--- src/hw/rtl/ssc_pkg.sv ---
// Shared types and constants for the subset sum counter.
// Holds the table geometry, the count modulus, the controller states and the
// command and status bundles that join the controller to the datapath.
`timescale 1ns / 1ps
`default_nettype none

package ssc_pkg;

  localparam int MAX_SUM   = 1023;
  localparam int TBL_DEPTH = MAX_SUM + 1;
  localparam int ADDR_W    = $clog2(TBL_DEPTH);

  localparam int VALUE_W  = 16;
  localparam int TARGET_W = 10;
  localparam int COUNT_W  = 30;

  localparam logic [COUNT_W-1:0] COUNT_MOD = COUNT_W'(1000000007);

  typedef enum logic [2:0] {
    ST_CLEAR,
    ST_IDLE,
    ST_UPDATE,
    ST_DRAIN,
    ST_FETCH,
    ST_RESULT
  } ssc_state_t;

  // Commands from the controller to the datapath.
  typedef struct packed {
    logic load_item;  // latch the accepted item, point the address at the target
    logic upd;        // read entries s and s - v, schedule the write of s
    logic dec;        // step the address down by one
    logic seek_tgt;   // point the address at the target
    logic fetch;      // read the entry at the address
    logic out_load;   // move the fetched count into the output register
    logic clr_rst;    // point the address at entry zero
    logic clr_wr;     // write the reset value at the address and step up
  } ssc_cmd_t;

  // Status from the datapath to the controller.
  typedef struct packed {
    logic item_fits;  // incoming element is not above the target
    logic item_last;  // incoming element closes the set
    logic at_low;     // address has reached the element value
    logic last;       // latched item closes the set
    logic clr_done;   // address is at the top entry of the table
    logic out_free;   // output register can take a new result
  } ssc_status_t;

endpackage

`default_nettype wire

--- src/hw/rtl/ssc_ctrl.sv ---
// Controller of the subset sum counter: the state machine that sequences the
// clearing sweep, the per-element update walk, the result fetch and delivery.
// Depends on ssc_pkg.
`timescale 1ns / 1ps
`default_nettype none

module ssc_ctrl (
  input  wire logic                 clk,
  input  wire logic                 rst_n,
  input  wire logic                 in_valid,
  output logic                      in_ready,
  input  wire ssc_pkg::ssc_status_t sts_i,
  output ssc_pkg::ssc_cmd_t         cmd_o
);
  import ssc_pkg::*;

  ssc_state_t state_r;
  ssc_state_t state_nxt;

  always_ff @(posedge clk) begin
    if (!rst_n) begin
      state_r <= ST_CLEAR;
    end else begin
      state_r <= state_nxt;
    end
  end

  always_comb begin
    state_nxt = state_r;
    cmd_o     = '0;
    in_ready  = 1'b0;
    case (state_r)
      ST_CLEAR: begin
        cmd_o.clr_wr = 1'b1;
        if (sts_i.clr_done) begin
          state_nxt = ST_IDLE;
        end
      end
      ST_IDLE: begin
        in_ready = 1'b1;
        if (in_valid) begin
          cmd_o.load_item = 1'b1;
          if (sts_i.item_fits) begin
            state_nxt = ST_UPDATE;
          end else if (sts_i.item_last) begin
            state_nxt = ST_FETCH;
          end
        end
      end
      ST_UPDATE: begin
        cmd_o.upd = 1'b1;
        if (sts_i.at_low) begin
          state_nxt = ST_DRAIN;
        end else begin
          cmd_o.dec = 1'b1;
        end
      end
      ST_DRAIN: begin
        // The last write-back of the walk lands in this cycle.
        if (sts_i.last) begin
          cmd_o.seek_tgt = 1'b1;
          state_nxt      = ST_FETCH;
        end else begin
          state_nxt = ST_IDLE;
        end
      end
      ST_FETCH: begin
        cmd_o.fetch = 1'b1;
        state_nxt   = ST_RESULT;
      end
      ST_RESULT: begin
        if (sts_i.out_free) begin
          cmd_o.out_load = 1'b1;
          cmd_o.clr_rst  = 1'b1;
          state_nxt      = ST_CLEAR;
        end
      end
      default: begin
        state_nxt = ST_CLEAR;
        cmd_o.clr_rst = 1'b1;
      end
    endcase
  end

  a_one_address_cmd: assert property (@(posedge clk) disable iff (!rst_n)
    $onehot0({cmd_o.load_item, cmd_o.seek_tgt, cmd_o.clr_rst, cmd_o.dec, cmd_o.clr_wr}))
    else $error("conflicting address counter commands");

  a_walk_ends_in_drain: assert property (@(posedge clk) disable iff (!rst_n)
    (state_r == ST_UPDATE && sts_i.at_low) |=> (state_r == ST_DRAIN))
    else $error("update walk did not end in the drain state");

  a_result_then_clear: assert property (@(posedge clk) disable iff (!rst_n)
    cmd_o.out_load |=> (state_r == ST_CLEAR))
    else $error("table not cleared after a result");

endmodule

`default_nettype wire

--- config.mk ---
export PLATFORM = sky130hd
export DESIGN_NAME = ssc_ctrl
export DESIGN_NICKNAME = d
export VERILOG_FILES = /design/src/hw/rtl/ssc_pkg.sv /design/src/hw/rtl/ssc_ctrl.sv
export SDC_FILE = /design/constraint.sdc
export NUM_CORES = 1
export LEC_CHECK = 0
export ABC_AREA = 1
export ABC_CLOCK_PERIOD_IN_PS = 1220
export BUFFER_PORTS_ARGS = -buffer_cell sky130_fd_sc_hd__buf_4
export CORE_AREA = 2 2 39 41
export DETAILED_ROUTE_END_ITERATION = 8
export DIE_AREA = 0 0 41 43
export GPL_TIMING_DRIVEN = 0
export PLACE_DENSITY = 0.49
export REMOVE_ABC_BUFFERS = 1
export SYNTH_ARGS = -nofsm -noshare
export SYNTH_HDL_FRONTEND = slang
export SYNTH_SLANG_ARGS = --single-unit
--- constraint.sdc ---
create_clock -name clk -period 1.22 [get_ports clk]
set_clock_uncertainty 0.05 [all_clocks]
set_input_delay 0.061 -clock clk [delete_from_list [all_inputs] [get_ports clk]]
set_output_delay 0.061 -clock clk [all_outputs]
set_load 0.1 [all_outputs]
==> results.toml <==
[global_routing]
grt_busiest_layer = "met2"
use_met1_pct = 17.3
grt_antenna_before_repair = 0
globalRouteMet2Util_pct = 18.8
grt_max_degree = 9
grt_util_all_layers_pct = 12.6
grt_pass1_vias = 417
grt_util_met3_pct = 4.71
grt-ovfl-total = 0
grt_pass1_wl_mm = 1.56

[finish]
layout_commonest_cell = "buf_4"
n_antenna_cell = 0
largest_reg_flops = 3
layoutNonFillerInstCount = 107
final_cell_mix = "buf_4 (15), nor2_1 (13), inv_1 (10), nand2_1 (8), buf_12 (8)"
area_growth_pct = 123
largest_register = "state_r"
reg_top3 = "state_r x3"
fillers = 144
final_nets = 101
drive_gt1_share_pct = 54.9

[timing]
max_slew_margin_pct = 86.2
max_freq_mhz = 771
setup_viol = 9
worst_slack_ns = -0.0775
hold_viol_final = 0
final_max_slew_viol_count = 0
period_share_pct = 106
rsz0062_at_grt = "yes"
period_minus_slack_ns = 1.30
worst_pin_slew_ns = 0.206

[run]
drv_cap = 0

[floorplan]
die_h_um = 43
start_util_pct = 23.9
die-area_sq_um = 1760
coreArea_sq_um = 1380
ios = 18
die_x_um = 41
rows = 14

[setup_path]
arrival_ns = 1.19
crit_path_start = "state_r[2]"
crit-reg2reg-launch = "state_r[1]"
cp.required_ns = 1.11
critPathLaunchType = "flip-flop"
end_kind = "output port"
crit_fanout = 6
critPathKind = "reg -> out"

[routing]
first_pass_iters = 4
wirelength_mm = 1.03
num_vias = 462
wl_per_cell_um = 9.64
drc = 0
avgViaCountPerCell = 4.32
first_iter_violations = 7
ant_nets = 0

[place]
hpwl_um = 666
gp_congestion = 0.815
dpl.cell_count = 96
portBuffers = 17

[clock_tree]
ctsLongestPathBuffers = 2
cts_tree = "built"
clk_pin_slew_ns = 0.03
cts_sinks = 3
worstSkewPairLatency_ns = 0.23
cts_htree_levels = 1
clockRootBuffer = "clkbuf_4"
cts_made_buffers = 3
ctsHoldBuffers = 0

[status]
violations = "negative setup slack"
status = "complete, but fails checks"

[yosys]
syn_avg_cell_area_sq_um = 5.16
synth-seq-cells = 3
synth-seq-area-share_pct = 18.2
ys_warn_count = 0
syn_inst = 64
syn-cell-area_sq_um = 330
synth_cell_type_count = 13

[hold_path]
worstHoldStart = "rst_n"
hold_path_class = "in -> reg"
[what timing repair did]
| item | 4_1_cts | 5_1_grt |
|---|---|---|
| cloned | 0 | 0 |
| setup buffers | 3 | 4 |
| endpoints found under the hold margin | 0 | 0 |
| pin swaps | 2 | 4 |
| setup endpoints to repair | 12 | 12 |
| resized for setup | 35 | 16 |
[cells in the mapped netlist]
library cell  count  area share [%]
nor2_1           17              19
inv_1            13              15
nand2_1          10              11
nand3_1           7              11
dfxtp_1           3              18
inv_2             3             3.4
nor2_2            3             5.7
nand3_2           2             6.1
nor3_1            2             3.0
buf_4             1             2.3
nand2_2           1             1.9
o21ai_0           1             1.5
o22ai_1           1             1.9
[routing by layer]
metal / vias up / share of wire, % / routed length, um
met5: - / 0 / 0
met4: 0 / 0 / 0
met3: 0 / 6.6 / 68
met2: 17 / 51 / 529
met1: 200 / 42 / 432
li1: 245 / - / -
[metrics by stage]
step	setup slack [ns]	utilization (%)	cell area [sq um]	setup TNS [ns]	hold WS [ns]
final	-0.0775	53.3	737	-0.451	0.0217
after global routing	-0.132	53.3	737	-1.06	0.0131
after CTS	-0.114	46.3	641	-0.502	0.0184
after detailed placement	-0.0656	34.0	470	-0.270	0.260
after global placement	-0.0618	34.0	470	-0.229	0.258
after floorplan	-1.84	-	323	-7.58	0.132
[final timing paths]
| kind | to | depth (start not counted) | slack, ns |
|---|---|---|---|
| worst max register to register | state_r[1] | 8 | 0.06 |
| worst max-delay path | cmd_o[1] | 5 | -0.08 |
| worst min register to register | state_r[0] | 3 | 0.60 |
| worst min-delay path | state_r[0] | 3 | 0.02 |
[critical path: stages, from the launching register on]
cell	delay, ns
dfxtp_4	0.38
nand2_2	0.07
nor2_4	0.11
inv_2	0.07
o22ai_4	0.12
buf_12	0.20
[cells by family (layout without fill, tap and decap cells)]
kind of cell,count (synthesis),count (layout),synth area share [%]
flip-flops,3,3,18.2
buffers and inverters,17,44,20.5
AND/OR/NAND/NOR,42,42,58.0
AO/OA/AOI/OAI,2,2,3.41
[layout make-up]
type	instances	area, sq um	share of cell area (%)
Timing Repair Buffer	24	284	38.5
Multi-Input combinational cell	44	270	36.7
Clock buffer	4	26.3	3.57
Tap cell	16	20.0	2.72
Inverter	16	65.1	8.83
Sequential cell	3	71.3	9.68
Power is left out: the tool's default activity adds up to more than one toggle a clock period on the data nets, which glitch-free logic cannot reach.
